[src/hw/rtl/rlde_pkg.sv]
package rlde_pkg;

	// Saturation point of the run counter
	localparam logic [15:0] MAX_RUN = 16'd65535;

	// Run length decoupling queue
	localparam int FIFO_DEPTH = 4;
	localparam int FIFO_AW    = $clog2(FIFO_DEPTH);
	localparam int FIFO_CW    = $clog2(FIFO_DEPTH + 1);

	// ASCII code of digit zero
	localparam logic [7:0] ASCII_ZERO = 8'h30;

	// Run length held as five BCD digits, digit 4 most significant
	typedef logic [4:0][3:0] bcd_t;

	// One queue entry: a finished run (A), an optional trailing one-byte run (B)
	typedef struct packed {
		logic [7:0] a_sym;
		bcd_t       a_digits;
		logic [2:0] a_ndig;    // digits to emit, 0 for a run of one
		logic       a_ovf;
		logic       b_valid;
		logic [7:0] b_sym;
		logic       eos;       // last byte of this entry closes the stream
	} entry_t;

endpackage

[src/hw/rtl/rlde_front.sv]
module rlde_front (
	input  logic              clk,
	input  logic              arst_n,
	input  logic              s_tvalid,
	output logic              s_tready,
	input  logic [7:0]        s_tdata,
	input  logic              s_tlast,
	input  logic              fifo_full,
	output logic              push,
	output rlde_pkg::entry_t  entry
);

	logic [7:0]     held_q;
	logic [15:0]    len_q;
	rlde_pkg::bcd_t bcd_q;
	logic           active_q;

	logic           accept;
	logic           same;
	logic [15:0]    ext_len;
	rlde_pkg::bcd_t ext_bcd;

	function automatic rlde_pkg::bcd_t bcd_inc(input rlde_pkg::bcd_t d);
		rlde_pkg::bcd_t r;
		logic           c;
		r = d;
		c = 1'b1;
		for (int i = 0; i < 5; i++) begin
			if (c) begin
				if (d[i] == 4'd9) begin
					r[i] = 4'd0;
				end else begin
					r[i] = d[i] + 4'd1;
					c = 1'b0;
				end
			end
		end
		return r;
	endfunction

	function automatic logic [2:0] ndig(input rlde_pkg::bcd_t d, input logic gt1);
		logic [2:0] n;
		priority if (!gt1)         n = 3'd0;
		else if (d[4] != 4'd0)     n = 3'd5;
		else if (d[3] != 4'd0)     n = 3'd4;
		else if (d[2] != 4'd0)     n = 3'd3;
		else if (d[1] != 4'd0)     n = 3'd2;
		else                       n = 3'd1;
		return n;
	endfunction

	assign s_tready = !fifo_full;
	assign accept   = s_tvalid && s_tready;
	assign same     = active_q && (s_tdata == held_q);
	assign ext_len  = (len_q != rlde_pkg::MAX_RUN) ? len_q + 16'd1 : len_q;
	assign ext_bcd  = (len_q != rlde_pkg::MAX_RUN) ? bcd_inc(bcd_q) : bcd_q;
	assign push     = accept && ((!same && active_q) || s_tlast);

	always_comb begin
		entry         = '0;
		entry.eos     = s_tlast;
		entry.b_sym   = s_tdata;
		if (same) begin
			entry.a_sym    = held_q;
			entry.a_digits = ext_bcd;
			entry.a_ndig   = ndig(ext_bcd, ext_len > 16'd1);
			entry.a_ovf    = (ext_len == rlde_pkg::MAX_RUN);
		end else if (active_q) begin
			entry.a_sym    = held_q;
			entry.a_digits = bcd_q;
			entry.a_ndig   = ndig(bcd_q, len_q > 16'd1);
			entry.a_ovf    = (len_q == rlde_pkg::MAX_RUN);
			entry.b_valid  = s_tlast;
		end else begin
			// lone final byte: a run of one
			entry.a_sym    = s_tdata;
			entry.a_digits = rlde_pkg::bcd_t'(20'd1);
		end
	end

	always_ff @(posedge clk or negedge arst_n) begin
		if (!arst_n) begin
			held_q   <= '0;
			len_q    <= '0;
			bcd_q    <= '0;
			active_q <= 1'b0;
		end else if (accept) begin
			if (s_tlast) begin
				held_q   <= '0;
				len_q    <= '0;
				bcd_q    <= '0;
				active_q <= 1'b0;
			end else if (same) begin
				len_q <= ext_len;
				bcd_q <= ext_bcd;
			end else begin
				held_q   <= s_tdata;
				len_q    <= 16'd1;
				bcd_q    <= rlde_pkg::bcd_t'(20'd1);
				active_q <= 1'b1;
			end
		end
	end

endmodule

[src/hw/rtl/rlde_fifo.sv]
module rlde_fifo (
	input  logic              clk,
	input  logic              arst_n,
	input  logic              push,
	input  rlde_pkg::entry_t  wr_entry,
	output logic              full,
	input  logic              pop,
	output rlde_pkg::entry_t  rd_entry,
	output logic              not_empty
);

	rlde_pkg::entry_t                 mem_q [rlde_pkg::FIFO_DEPTH];
	logic [rlde_pkg::FIFO_AW-1:0]     wr_ptr_q;
	logic [rlde_pkg::FIFO_AW-1:0]     rd_ptr_q;
	logic [rlde_pkg::FIFO_CW-1:0]     count_q;

	assign full      = (count_q == rlde_pkg::FIFO_CW'(rlde_pkg::FIFO_DEPTH));
	assign not_empty = (count_q != '0);
	assign rd_entry  = mem_q[rd_ptr_q];

	always_ff @(posedge clk) begin
		if (push) begin
			mem_q[wr_ptr_q] <= wr_entry;
		end
	end

	always_ff @(posedge clk or negedge arst_n) begin
		if (!arst_n) begin
			wr_ptr_q <= '0;
			rd_ptr_q <= '0;
			count_q  <= '0;
		end else begin
			if (push) begin
				wr_ptr_q <= wr_ptr_q + rlde_pkg::FIFO_AW'(1);
			end
			if (pop) begin
				rd_ptr_q <= rd_ptr_q + rlde_pkg::FIFO_AW'(1);
			end
			count_q <= count_q + rlde_pkg::FIFO_CW'(push) - rlde_pkg::FIFO_CW'(pop);
		end
	end

endmodule

[src/hw/rtl/rlde_back.sv]
module rlde_back (
	input  logic              clk,
	input  logic              arst_n,
	input  logic              fifo_valid,
	input  rlde_pkg::entry_t  fifo_entry,
	output logic              pop,
	output logic              m_tvalid,
	input  logic              m_tready,
	output logic [23:0]       m_tdata,
	output logic              m_tlast,
	output logic              m_tuser
);

	rlde_pkg::entry_t cur_q;
	logic             cur_valid_q;
	logic [2:0]       idx_q;
	logic [15:0]      pos_q;

	logic             m_valid_q;
	logic [23:0]      m_data_q;
	logic             m_last_q;
	logic             m_user_q;

	logic             adv;
	logic             is_last;
	logic [2:0]       last_idx;
	logic [2:0]       sel;
	logic [3:0]       digit;
	logic [7:0]       byte_val;
	logic             ovf_val;
	logic             eos_val;

	assign last_idx = cur_q.a_ndig + 3'(cur_q.b_valid);
	assign is_last  = (idx_q == last_idx);
	assign adv      = cur_valid_q && (!m_valid_q || m_tready);
	assign pop      = fifo_valid && (!cur_valid_q || (adv && is_last));
	assign sel      = cur_q.a_ndig - idx_q;
	assign eos_val  = is_last && cur_q.eos;

	always_comb begin
		unique case (sel)
			3'd0:    digit = cur_q.a_digits[0];
			3'd1:    digit = cur_q.a_digits[1];
			3'd2:    digit = cur_q.a_digits[2];
			3'd3:    digit = cur_q.a_digits[3];
			3'd4:    digit = cur_q.a_digits[4];
			default: digit = 4'd0;
		endcase
	end

	// byte order of an entry: run byte, its digits, then the trailing byte
	always_comb begin
		priority if (idx_q == 3'd0) begin
			byte_val = cur_q.a_sym;
			ovf_val  = cur_q.a_ovf;
		end else if (idx_q <= cur_q.a_ndig) begin
			byte_val = rlde_pkg::ASCII_ZERO | {4'd0, digit};
			ovf_val  = cur_q.a_ovf;
		end else begin
			byte_val = cur_q.b_sym;
			ovf_val  = 1'b0;
		end
	end

	always_ff @(posedge clk) begin
		if (pop) begin
			cur_q <= fifo_entry;
		end
		if (adv) begin
			m_data_q <= {pos_q, byte_val};
			m_last_q <= eos_val;
			m_user_q <= ovf_val;
		end
	end

	always_ff @(posedge clk or negedge arst_n) begin
		if (!arst_n) begin
			cur_valid_q <= 1'b0;
			idx_q       <= '0;
			pos_q       <= '0;
			m_valid_q   <= 1'b0;
		end else begin
			if (adv) begin
				m_valid_q <= 1'b1;
				pos_q     <= eos_val ? 16'd0 : pos_q + 16'd1;
				if (!is_last) begin
					idx_q <= idx_q + 3'd1;
				end
			end else if (m_tready) begin
				m_valid_q <= 1'b0;
			end
			// next entry loads as the last byte of the current one leaves
			if (pop) begin
				cur_valid_q <= 1'b1;
				idx_q       <= '0;
			end else if (adv && is_last) begin
				cur_valid_q <= 1'b0;
			end
		end
	end

	assign m_tvalid = m_valid_q;
	assign m_tdata  = m_data_q;
	assign m_tlast  = m_last_q;
	assign m_tuser  = m_user_q;

endmodule

[src/hw/rtl/run_length_decimal_encoder.sv]
// Run-length encoder with ASCII decimal counts.
// Input stream (s_*): one byte symbol per transaction in s_tdata, s_tlast on
//   the last byte of a stream. Output stream (m_*): one compressed byte per
//   transaction. Each run comes out as its symbol, followed by its length in
//   decimal ASCII digits (most significant first) when the length exceeds one.
// m_tdata carries the byte and its index in the compressed stream; m_tlast
//   marks the final byte of a stream, m_tuser flags a run saturated at MAX_RUN.
// Throughput: one input transaction per cycle unless the queue is full, one output byte
//   per cycle while m_tready is high. A run of n bytes never produces more than n output
//   bytes, so a steady stream sustains one byte per cycle; the 4-entry run queue absorbs bursts.
// Path: after the transaction that closes a run, its first byte passes the queue
//   write, the unpack register and the output register before showing on m_tvalid.
// Stall: when m_tready is low a valid byte in the output register holds; the unpacker waits,
//   the queue fills, and s_tready drops once the queue is full.
// Reset: no run held, queue empty, output position zero. After a stream ends
//   (s_tlast) the block returns to that state for the next stream.
module run_length_decimal_encoder (
	input  logic        clk,
	input  logic        arst_n,
	input  logic        s_tvalid,
	output logic        s_tready,
	input  logic [7:0]  s_tdata,   // [7:0] symbol
	input  logic        s_tlast,   // final_symbol
	output logic        m_tvalid,
	input  logic        m_tready,
	output logic [23:0] m_tdata,   // [7:0] out_byte, [23:8] out_position
	output logic        m_tlast,   // end_of_output
	output logic        m_tuser    // [0] run_overflow
);

	logic             push;
	logic             pop;
	logic             fifo_full;
	logic             fifo_valid;
	rlde_pkg::entry_t wr_entry;
	rlde_pkg::entry_t rd_entry;

	// Front: tracks the current run, pushes finished runs into the queue
	rlde_front u_front (
		.clk       (clk),
		.arst_n    (arst_n),
		.s_tvalid  (s_tvalid),
		.s_tready  (s_tready),
		.s_tdata   (s_tdata),
		.s_tlast   (s_tlast),
		.fifo_full (fifo_full),
		.push      (push),
		.entry     (wr_entry)
	);

	// Queue between run tracking and byte emission
	rlde_fifo u_fifo (
		.clk       (clk),
		.arst_n    (arst_n),
		.push      (push),
		.wr_entry  (wr_entry),
		.full      (fifo_full),
		.pop       (pop),
		.rd_entry  (rd_entry),
		.not_empty (fifo_valid)
	);

	// Back: unpacks each run into bytes, numbers them, drives the output register
	rlde_back u_back (
		.clk        (clk),
		.arst_n     (arst_n),
		.fifo_valid (fifo_valid),
		.fifo_entry (rd_entry),
		.pop        (pop),
		.m_tvalid   (m_tvalid),
		.m_tready   (m_tready),
		.m_tdata    (m_tdata),
		.m_tlast    (m_tlast),
		.m_tuser    (m_tuser)
	);

endmodule

[config.mk]
export PLATFORM = sky130hd
export DESIGN_NAME = run_length_decimal_encoder
export DESIGN_NICKNAME = d
export VERILOG_FILES = /design/src/hw/rtl/rlde_pkg.sv /design/src/hw/rtl/rlde_front.sv /design/src/hw/rtl/rlde_fifo.sv /design/src/hw/rtl/rlde_back.sv /design/src/hw/rtl/run_length_decimal_encoder.sv
export SDC_FILE = /design/constraint.sdc
export NUM_CORES = 1
export LEC_CHECK = 0
export BUFFER_PORTS_ARGS = -buffer_cell sky130_fd_sc_hd__buf_2
export CAP_MARGIN = 20
export CORE_AREA = 4 4 151 153
export CTS_BUF_LIST = sky130_fd_sc_hd__clkbuf_4 sky130_fd_sc_hd__clkbuf_8 sky130_fd_sc_hd__clkbuf_16
export DETAILED_ROUTE_END_ITERATION = 8
export DIE_AREA = 0 0 155 157
export PLACE_DENSITY = 0.86
export SYNTH_ARGS = -nofsm -noshare
export SYNTH_HDL_FRONTEND = slang
export SYNTH_SLANG_ARGS = --single-unit
[constraint.sdc]
create_clock -name clk -period 8.9 [get_ports clk]
set_clock_uncertainty 0.2 [all_clocks]
set_input_delay 1.78 -clock clk [delete_from_list [all_inputs] [get_ports clk]]
set_output_delay 1.78 -clock clk [all_outputs]
set_load 0.01 [all_outputs]
==> results of run 1 <==
==> metal layers <==
metal / routed length [µm] / vias up / share of wire, %
li1: - / 3778 / -
met4: 851 / 4 / 2.8
met5: 27 / - / 0.087
met3: 2330 / 81 / 7.6
met1: 12000 / 4253 / 39
met2: 15700 / 427 / 51
==> logic make-up after synthesis <==
logic type	after synthesis
buffers and inverters	73
and+or+nand+nor	300
muxes	64
AOI/OAI and AO/OA	174
xor gates and xnor gates	42
DFF	309
adders and majority gates	22
==> cells in the final DEF (no fill, tap or decap), types with 8 or more instances in the layout <==
cell type	count
mux4_2	46
xor2_1	16
o21ai_0	78
and3_1	11
clkbuf_16	30
clkinvlp_4	8
nand4_1	17
nand3_1	33
nor3_1	12
buf_2	39
a22oi_1	8
nor2b_1	18
a21oi_1	33
and2_1	13
edfxtp_1	236
ha_1	20
dfrtp_1	71
nor2_1	51
inv_1	20
nand2_1	94
a21boi_0	9
nand2b_1	12
buf_4	9
xnor2_1	26
mux2_2	11
==> area by class of cell <==
class | instances | area (µm²) | share of cell area, %
sequential | 309 | 8920 | 58.2
multi-input combinational | 602 | 4500 | 29.4
clock buffer | 35 | 813 | 5.31
timing repair buffer | 53 | 370 | 2.42
tap | 280 | 350 | 2.29
clock inverter | 21 | 287 | 1.87
inverter | 20 | 75.1 | 0.490
antenna | 1 | 2.50 | 0.0163
==> flip-flops by register name (all words and copies together) (netlist names), 2 cells and up <==
signal	count
u_fifo.count_q	3
u_front.bcd_q	20
u_back.cur_q	42
u_back.idx_q	3
u_front.len_q	16
u_back.m_tdata	24
u_fifo.rd_ptr_q	2
u_front.held_q	8
u_fifo.mem_q	168
u_back.pos_q	16
u_fifo.wr_ptr_q	2
==> worst register-to-register path, delay by kind of cell, from the launching register on <==
kind | cells | cell delay (ns)
compound gates | 2 | 0.80
fa+ha+maj | 1 | 0.38
flops | 1 | 0.51
simple gates | 4 | 1.56
==> stage by stage <==
stage               utilization [%]  power, W
floorplan                         -   0.00275
global placement               65.4   0.00302
finish                         71.0   0.00451
global route                   71.0   0.00470
detailed placement             65.4   0.00309
CTS                            70.5   0.00449
==> how the worst min path moves through the flow <==
| stage | start | to |
|---|---|---|
| 3_3_place_gp | u_back.pos_q[15] | u_back.m_tdata[23] |
| 4_1_cts | u_back.pos_q[15] | u_back.m_tdata[23] |
| 6_report | u_back.pos_q[15] | u_back.m_tdata[23] |
| 2_1_floorplan | u_back.pos_q[15] | u_back.m_tdata[23] |
| 3_5_place_dp | u_back.pos_q[15] | u_back.m_tdata[23] |
| 5_1_grt | u_back.pos_q[15] | u_back.m_tdata[23] |
==> power groups by stage <==
stage                     combinational (W)  sequential, W  clock [W]
after global placement             0.000970        0.00205          0
after global routing                0.00116        0.00207    0.00147
after CTS                           0.00105        0.00206    0.00138
after detailed placement            0.00102        0.00207          0
final                               0.00107        0.00206    0.00138
after floorplan                    0.000740        0.00201          0
==> metrics, run 1 <==
synthesis-to-layout area growth 11.8%; slowest CP cell fa_1; post-synthesis sequential area ratio around two thirds; Hold WS about 0.27 ns; Crit Reg-Reg Startpoint u_front.len_q[0]; Reg power frac 45.6%; CP max FO 21; max cap viols 0; Final nets between 1,000 and 1,500; First DRT Iteration DRCs 801; met2 usage around 42%; Primary FF master, synth edfxtp_1; Post-Synthesis Cells 984; CP delay by family, top simple AND/OR/NAND/NOR gates; total die area roughly 24,000 µm²; clock transition at the registers of the reported paths 0.07 ns; routed wire length slightly above 30 mm; worst hold path class reg2reg; Crit. Startpoint s_tdata[7]; fin. max-slew vios 0; compound-gate portion of the synthesized area 7.71%; FF-to-FF path depth 7; Clock Tree Buf Depth 3; share of layout cells above drive strength 1 17.5%; standby leakage power 5.54 nW; syn_nets 1,019; main combinational cell family by area after synthesis simple AND/OR/NAND/NOR gates; Sw Ratio 30.0%; ys async rst share 23.6%; WP buf/inv 4; Cell Pwr Density between 200 and 300 nW/µm²; Synth Area in XOR/XNOR between 2 and 3%; Remaining DRCs 0; die height 157 µm; Worst Path Required 9.20 ns; met1 GRT Util between 30% and 40%; postcts setup bufs 0; Worst Max-Slew Pin Slew 1.12 ns; Cell Int Power 0.00316 W; Post-synth EDFFs 236; GPL Wtd Cong 0.901; CP Capture Point u_fifo.count_q[2]; global route hottest layer met2; Post-DP HPWL approximately 18 mm; CTS root buf clkbuf_16; yosys warns 0; top post-synthesis cells by count edfxtp_1 (236), nand2_1 (94), o21ai_0 (78); final setup fails 0; antenna viol nets, final 0; setup TNS 0 ns; leading area contributor after synthesis edfxtp_1; via count 8,543; Post-Synth Adder-Cell Area 2.12%; TritonCTS buffer count 30; Yosys cell types 63; Resize count post-CTS 0; final hold vios 0; GRT Util Overall between 20% and 30%; Cell Chain, Critical Path buf_2, xnor2_1, nand4_1, nor2_1, buf_4, nor2b_1, nor2_1, nor2_1, inv_1, ha_1, inv_1, ha_1, fa_1, xnor2_1; Area contributors post-synth edfxtp_1 (52%), dfrtp_1 (13%), mux4_2 (7.6%), o21ai_0 (2.8%), nand2_1 (2.6%); core area 21,600 µm²; initial core utilization 63.6%; Startpoint Class input port; simple-gate portion of the synthesized area 11.3%; vias per std cell about 6.5; Clock Latency Late Sink about 0.58 ns; CTS tree yes; RSZ-0062 raised after global routing no; fraction of synthesized area in multiplexers 8.98%; FF-to-FF setup slack 5.15 ns; final worst slack 4.75 ns; P_sw between 0.001 and 0.0015 W; WL/cell 23.4 µm; # port buffers 40; initial antenna violation count 2; Combinational Power Share about a quarter; Fill cells 1,290; FP Rows 54; signal arrival time at the worst endpoint 4.45 ns; Syn Std Cell Area 13,700 µm²; vias in the first global route 8,366; Worst R2R End u_fifo.mem_q[3][21]; worst rel slew slack between 20% and 30%; hold path depth 0; largest net degree at the start of global routing 69; Design Area, Final 15,300 µm²; CTS Sinks ~310; VDD IR-drop max 223 µV; Remaining Overflow, GRT 0; Die X 155 µm; # hold bufs at CTS 0; instance area at placement 14,100 µm²; final critical-path share of the clock period 46.7%; Setup WS pre-CTS 4.12 ns; CP endpoint kind flop; Worst path max stage delay 0.38 ns; first-pass GRT wire length roughly 47 mm; Ports 41; top-area cell type share of the netlist area 51.7%; syn_area_per_cell 13.9 µm²; Stages on worst setup path 14; outcome complete, no violations; met3 global-route usage around 3.4%; fmax 241 MHz; First-pass DRT Iterations 5; Clock power frac ~30%; register bit total from synthesis 309; most frequent CP cell nor2_1; min cycle time layout between 4 and 5 ns; worst setup path class in2reg; H-tree level count 1; non-filler cells, final around 1,300; count leader, synth edfxtp_1; Placed Cells ~1,300
Power figures use the tool's default switching activity.
==> inputs of run 2 (changes only) <==
- CORE_AREA: 4 4 151 153 -> 4 4 154 156
- DIE_AREA: 0 0 155 157 -> 0 0 158 160
- PLACE_DENSITY: 0.86 -> 0.84
- clock period: 8.9 -> 4.2 ns (I/O delays scaled with it)
==> run 2 against run 1 <==
Compared with the run above: via count shrank 1.8%; utilization shrank 2.7 points; register-to-register slack lost 4.4 ns; worst setup slack lost 4.0 ns; clock power grew 100%; final area shrank 0.20%; largest cell class unchanged; total power grew 110%; critical path depth shrank 7; flip-flop and latch count is the same.
==> metrics, run 2 (synthesized netlist as in run 1, its figures left out) <==
Startpoint Class flop; postcts setup bufs 0 (unchanged); worst hold path class in2async; most common cell after layout, fill and taps aside edfxtp_1; signal arrival time at the worst endpoint 3.54 ns (-0.91 ns); max cap viols 0 (unchanged); min cycle time layout 3.45 ns; final setup fails 0 (unchanged); largest net degree at the start of global routing 63 (-8.7%); # port buffers 40 (unchanged); initial core utilization 61.3% (-2.3 points); TritonCTS buffer count 30 (unchanged); worst setup path class reg2reg; first-pass GRT wire length 46.7 mm (-1.5%); H-tree level count 1 (unchanged); vias in the first global route 8,314 (-0.62%); most frequent cells in the layout edfxtp_1 (236), nand2_1 (94), o21ai_0 (78); Clock Tree Buf Depth 3 (unchanged); fmax 290 MHz; # hold bufs at CTS 0 (unchanged); synthesis-to-layout area growth 11.5%; Worst Max-Slew Pin Slew 1.12 ns (+0.00217 ns); Die X 158 µm (+1.9%); CTS Sinks 309 (unchanged); Post-DP HPWL 17.8 mm (-1.0%); First DRT Iteration DRCs 734 (-8.4%); CTS root buf clkbuf_16; final hold vios 0 (unchanged); GRT Util Overall 23.5% (-1.3 points); total die area 25,300 µm² (+3.9%); First-pass DRT Iterations 5 (unchanged); WL/cell 21.9 µm (-6.4%); Worst Path Required 4.29 ns (-4.91 ns); final core occ 68.3% (-2.7 points); CTS tree yes; Cell Pwr Density 613 nW/µm² (+110%); antenna viol nets, final 0 (unchanged); Resize count post-CTS 0 (unchanged); Most flops, register u_fifo.mem_q; Ports 41 (unchanged); CP max FO 8 (-62%); outcome complete, no violations; ant diodes 0 (-1); Final nets 1,056 (+0.48%); final critical-path share of the clock period between 80 and 90%; core area 22,400 µm² (+3.8%); FF-to-FF setup slack 0.75 ns (-4.40 ns); Hold WS 0.193 ns (-0.0742 ns); die height 160 µm (+1.9%); Remaining Overflow, GRT 0 (unchanged); number of flip-flops under the largest register name 168 (unchanged); via count 8,393 (-1.8%); worst rel slew slack 25.4% (-0.14 points); routed wire length 29.1 mm (-5.8%); Remaining DRCs 0 (unchanged); CP endpoint kind flop; FP Rows 55 (+1.9%); share of layout cells above drive strength 1 17.6% (+0.12 points); initial antenna violation count 1 (-1); GPL Wtd Cong 0.902 (about the same); RSZ-0062 raised after global routing no; setup TNS 0 ns (unchanged); standby leakage power 5.57 nW (+0.42%); vias per std cell 6.32 (-2.3%); Clock Latency Late Sink 0.56 ns (-0.02 ns); clock transition at the registers of the reported paths 0.07 ns (about the same); VDD IR-drop max 350 µV (+57%); fin. max-slew vios 0 (unchanged)
run 2: cell count changes in the layout (fill, tap and decap cells not counted), moves of 2 or more:
cell	change
buf_4	+5
inv_6	+2
clkinvlp_4	-7
clkinv_2	+6
clkbuf_8	-4
clkinv_1	+2
run 2: through the flow:
stage                     total power (W)  cell area, µm²  setup slack [ns]  instances
after floorplan                   0.00583           13700             0.190        984
after global placement            0.00646           14200              1.01       1274
after detailed placement          0.00659           14200             0.899       1274
after CTS                         0.00943           15300             0.868       1329
after global routing              0.00978           15300             0.627       1329
final                             0.00937           15300             0.751       1329
run 2: path summary, 6_finish.rpt:
check	from	end	cells past startpoint
max in group asynchronous	arst_n	u_front.bcd_q[13]	2
worst max-delay path	u_front.len_q[0]	u_fifo.mem_q[1][11]	7
min in group clk	u_back.pos_q[15]	u_back.m_tdata[23]	0
worst max register to register	u_front.len_q[0]	u_fifo.mem_q[1][11]	7
worst min-delay path	arst_n	u_back.pos_q[2]	1
worst min register to register	u_back.pos_q[15]	u_back.m_tdata[23]	0
run 2: routing by layer:
metal  wire [µm]  vias up  GRT usage (%)
li1            -     3795              -
met1       11800     4175           33.1
met2       14600      359           38.9
met3        1890       62           3.63
met4         790        2           6.32
met5          13        -              0
run 2: power breakdown:
group	internal, W	switching [W]
clock	0.00163	0.00116
sequential	0.00401	0.000351
combinational	0.000966	0.00126
total	0.00661	0.00277
run 2: critical path: stages, from the launching register on:
cell and delay [ns]:
dfrtp_1 0.49, ha_1 0.41, and4_1 0.33, nand2_1 0.13, o41ai_1 0.59, o2111ai_1 0.22, o41a_1 0.52, a22o_1 0.28
run 2: area by class of cell:
type	instances	area (µm²)
clock buffer	31	758
clock inverter	24	278
fill	1403	7080
inverter	20	75.1
multi-input combinational	602	4500
sequential	309	8920
tap	285	357
timing repair buffer	58	400
==> inputs of run 3 (changes only) <==
- ABC_AREA: unset -> 1
- CORE_AREA: 4 4 154 156 -> 4 4 162 164
- DIE_AREA: 0 0 158 160 -> 0 0 166 168
- PLACE_DENSITY: 0.84 -> 0.8
- clock period: 4.2 -> 3.15 ns (I/O delays scaled with it)
==> run 3 against run 2 <==
Compared with the run above: worst hold slack got worse by 0.065 ns; sequential power increased by 37%; register-to-register slack got worse by 0.49 ns; die area increased by 10%; flip-flop and latch count unchanged; non-clock buffer count increased by 10; synthesized cell count increased by 31%; via count increased by 15%; final area increased by 1.8%; total power increased by 43%; first-iteration DRC count increased by 9.1%; largest cell class unchanged.
==> metrics, run 3 <==
top-area cell type share of the netlist area 51.4% (-0.32 points); Syn Std Cell Area 13,800 µm² (+0.62%); syn_area_per_cell 10.7 µm² (-23%); # port buffers 40 (unchanged); Cell Chain, Critical Path ha_2, ha_4, xor2_1, nor2_1, nand2_1, o21ai_1, inv_1, nor2_4, buf_4, inv_1, nor2_1, xor2_1; CTS Sinks 309 (unchanged); ys async rst share 23.6% (unchanged); VDD IR-drop max 529 µV (+51%); standby leakage power 6.13 nW (+10%); routed wire length 29.5 mm (+1.5%); number of flip-flops under the largest register name 168 (unchanged); Most flops, register u_fifo.mem_q; most common cell after layout, fill and taps aside edfxtp_1; leading area contributor after synthesis edfxtp_1; slowest CP cell buf_4; final worst slack 0.259 ns (-0.493 ns); First DRT Iteration DRCs 801 (+9.1%); Remaining DRCs 0 (unchanged); Ports 41 (unchanged); Setup WS pre-CTS 0.0853 ns (-0.814 ns); top post-synthesis cells by count edfxtp_1 (236), nand2_1 (214), nor2_1 (151); final hold vios 0 (unchanged); setup TNS 0 ns (unchanged); CTS root buf clkbuf_16; HP Start s_tdata[7]; instance area at placement 14,500 µm² (+1.9%); GRT Util Overall 20.9% (-2.6 points); TritonCTS buffer count 30 (unchanged); most frequent cells in the layout edfxtp_1 (236), nand2_1 (214), nor2_1 (147); register bit total from synthesis 309 (unchanged); Worst Path Required 3.42 ns (-0.87 ns); share of layout cells above drive strength 1 13.2% (-4.4 points); fin. max-slew vios 0 (unchanged); Resize count post-CTS 0 (unchanged); worst hold path class in2reg; yosys warns 0 (unchanged); Startpoint Class flop; RSZ-0062 raised after global routing no; Remaining Overflow, GRT 0 (unchanged); Crit Reg-Reg Startpoint u_back.cur_q[9]; CTS tree yes; H-tree level count 1 (unchanged); antenna viol nets, final 0 (unchanged); fmax 346 MHz (+19%); final setup fails 0 (unchanged); CP endpoint kind flop; initial core utilization 55.4% (-5.9 points); first-pass GRT wire length 47.9 mm (+2.6%); die height 168 µm (+5.0%); Clock Latency Late Sink 0.55 ns (about the same); syn_nets 1,320 (+30%); ant diodes 0 (unchanged); max cap viols 0 (unchanged); Primary FF master, synth edfxtp_1; CP max FO 46 (+38); outcome complete, no violations; initial antenna violation count 0 (-1); count leader, synth edfxtp_1; core area 24,900 µm² (+11%); Clock Tree Buf Depth 3 (unchanged); Post-synth EDFFs 236 (unchanged); post-synthesis sequential area ratio 64.7% (-0.40 points); final critical-path share of the clock period 91.8% (+9.7 points); Post-DP HPWL 19.7 mm (+10%); signal arrival time at the worst endpoint 3.17 ns (-0.37 ns); Area contributors post-synth edfxtp_1 (51%), dfrtp_1 (13%), nand2_1 (5.8%), o21ai_0 (4.8%), nor2_1 (4.1%); worst setup path class reg2reg; Crit. Startpoint u_back.cur_q[9]; WL/cell 17.4 µm (-20%); Worst Max-Slew Pin Slew 1.00 ns (-0.115 ns); worst rel slew slack 32.9% (+7.5 points); Worst path max stage delay 0.47 ns (-0.12 ns); vias in the first global route 9,440 (+14%); clock transition at the registers of the reported paths 0.06 ns (about the same); First-pass DRT Iterations 8 (+3); synthesis-to-layout area growth 12.8%; GPL Wtd Cong 0.862 (-4.4%); FP Rows 58 (+5.5%); via count 9,644 (+15%); min cycle time layout 2.89 ns (-0.557 ns); Final nets 1,377 (+30%); Cell Pwr Density 862 nW/µm² (+41%); largest net degree at the start of global routing 86 (+37%); Post-Synthesis Cells 1,285 (+31%); vias per std cell 5.69 (-10%); total die area 27,900 µm² (+10%); Yosys cell types 44 (-30%); Design Area, Final 15,600 µm² (+1.8%); Die X 166 µm (+5.1%)
run 3: worst max-delay path, delay by kind of cell (launching register included):
kind / cells / cell delay (ns)
flops: 1 / 0.38
buf+inv: 3 / 0.72
simple gates: 4 / 0.57
compound gates: 1 / 0.21
fa+ha+maj: 2 / 0.42
xor+xnor: 2 / 0.31
run 3: cell type report:
type | instances | area [µm²]
fillers | 1841 | 9340
inverters | 130 | 488
repair buffers | 68 | 465
well taps | 330 | 413
flip-flops and latches | 309 | 8910
clock buffers | 41 | 840
clock inverters | 15 | 188
multi-input cells | 803 | 4250
run 3: what timing repair did:
item,CTS,global route
setup buffers,0,0
hold buffers,1,0
endpoints found under the hold margin,50,0
run 3: per-stage QoR:
step | power [W] | hold WS [ns] | cells | util [%]
after detailed placement | 0.00980 | 0.257 | 1639 | 58.3
after CTS | 0.0135 | 0.109 | 1696 | 62.5
after global routing | 0.0142 | 0.122 | 1696 | 62.5
after floorplan | 0.00845 | 0.134 | 1285 | -
after global placement | 0.00958 | 0.254 | 1639 | 58.3
final | 0.0134 | 0.128 | 1696 | 62.5
run 3: metal layers:
layer  wire length, µm  track usage, %
met5                 0               0
met4               871            6.46
met3              2280            3.73
met2             14500            35.7
met1             11800            27.7
run 3: logic make-up after synthesis:
family	Yosys count	synth area share, %
and+or+nand+nor	508	16.7
DFF	309	64.7
AOI/OAI and AO/OA	253	10.3
buffers and inverters	173	4.96
adders and majority gates	22	2.11
xor gates and xnor gates	20	1.27
run 3: power by group:
part | internal, W | leakage [nW] | switching [W]
logic | 0.00118 | 2.44 | 0.00261
clock network | 0.00219 | 0.511 | 0.00144
registers | 0.00559 | 3.18 | 0.000391
run 3: final timing paths:
kind	end	slack (ns)	depth (start not counted)
setup / recovery	u_fifo.rd_ptr_q[1]	0.26	12
hold / removal	u_fifo.mem_q[2][8]	0.13	1
setup reg to reg	u_fifo.rd_ptr_q[1]	0.26	12
hold reg to reg	u_back.m_tdata[23]	0.28	0
max in group asynchronous	u_front.bcd_q[10]	1.69	3
min in group asynchronous	u_front.bcd_q[17]	0.47	2
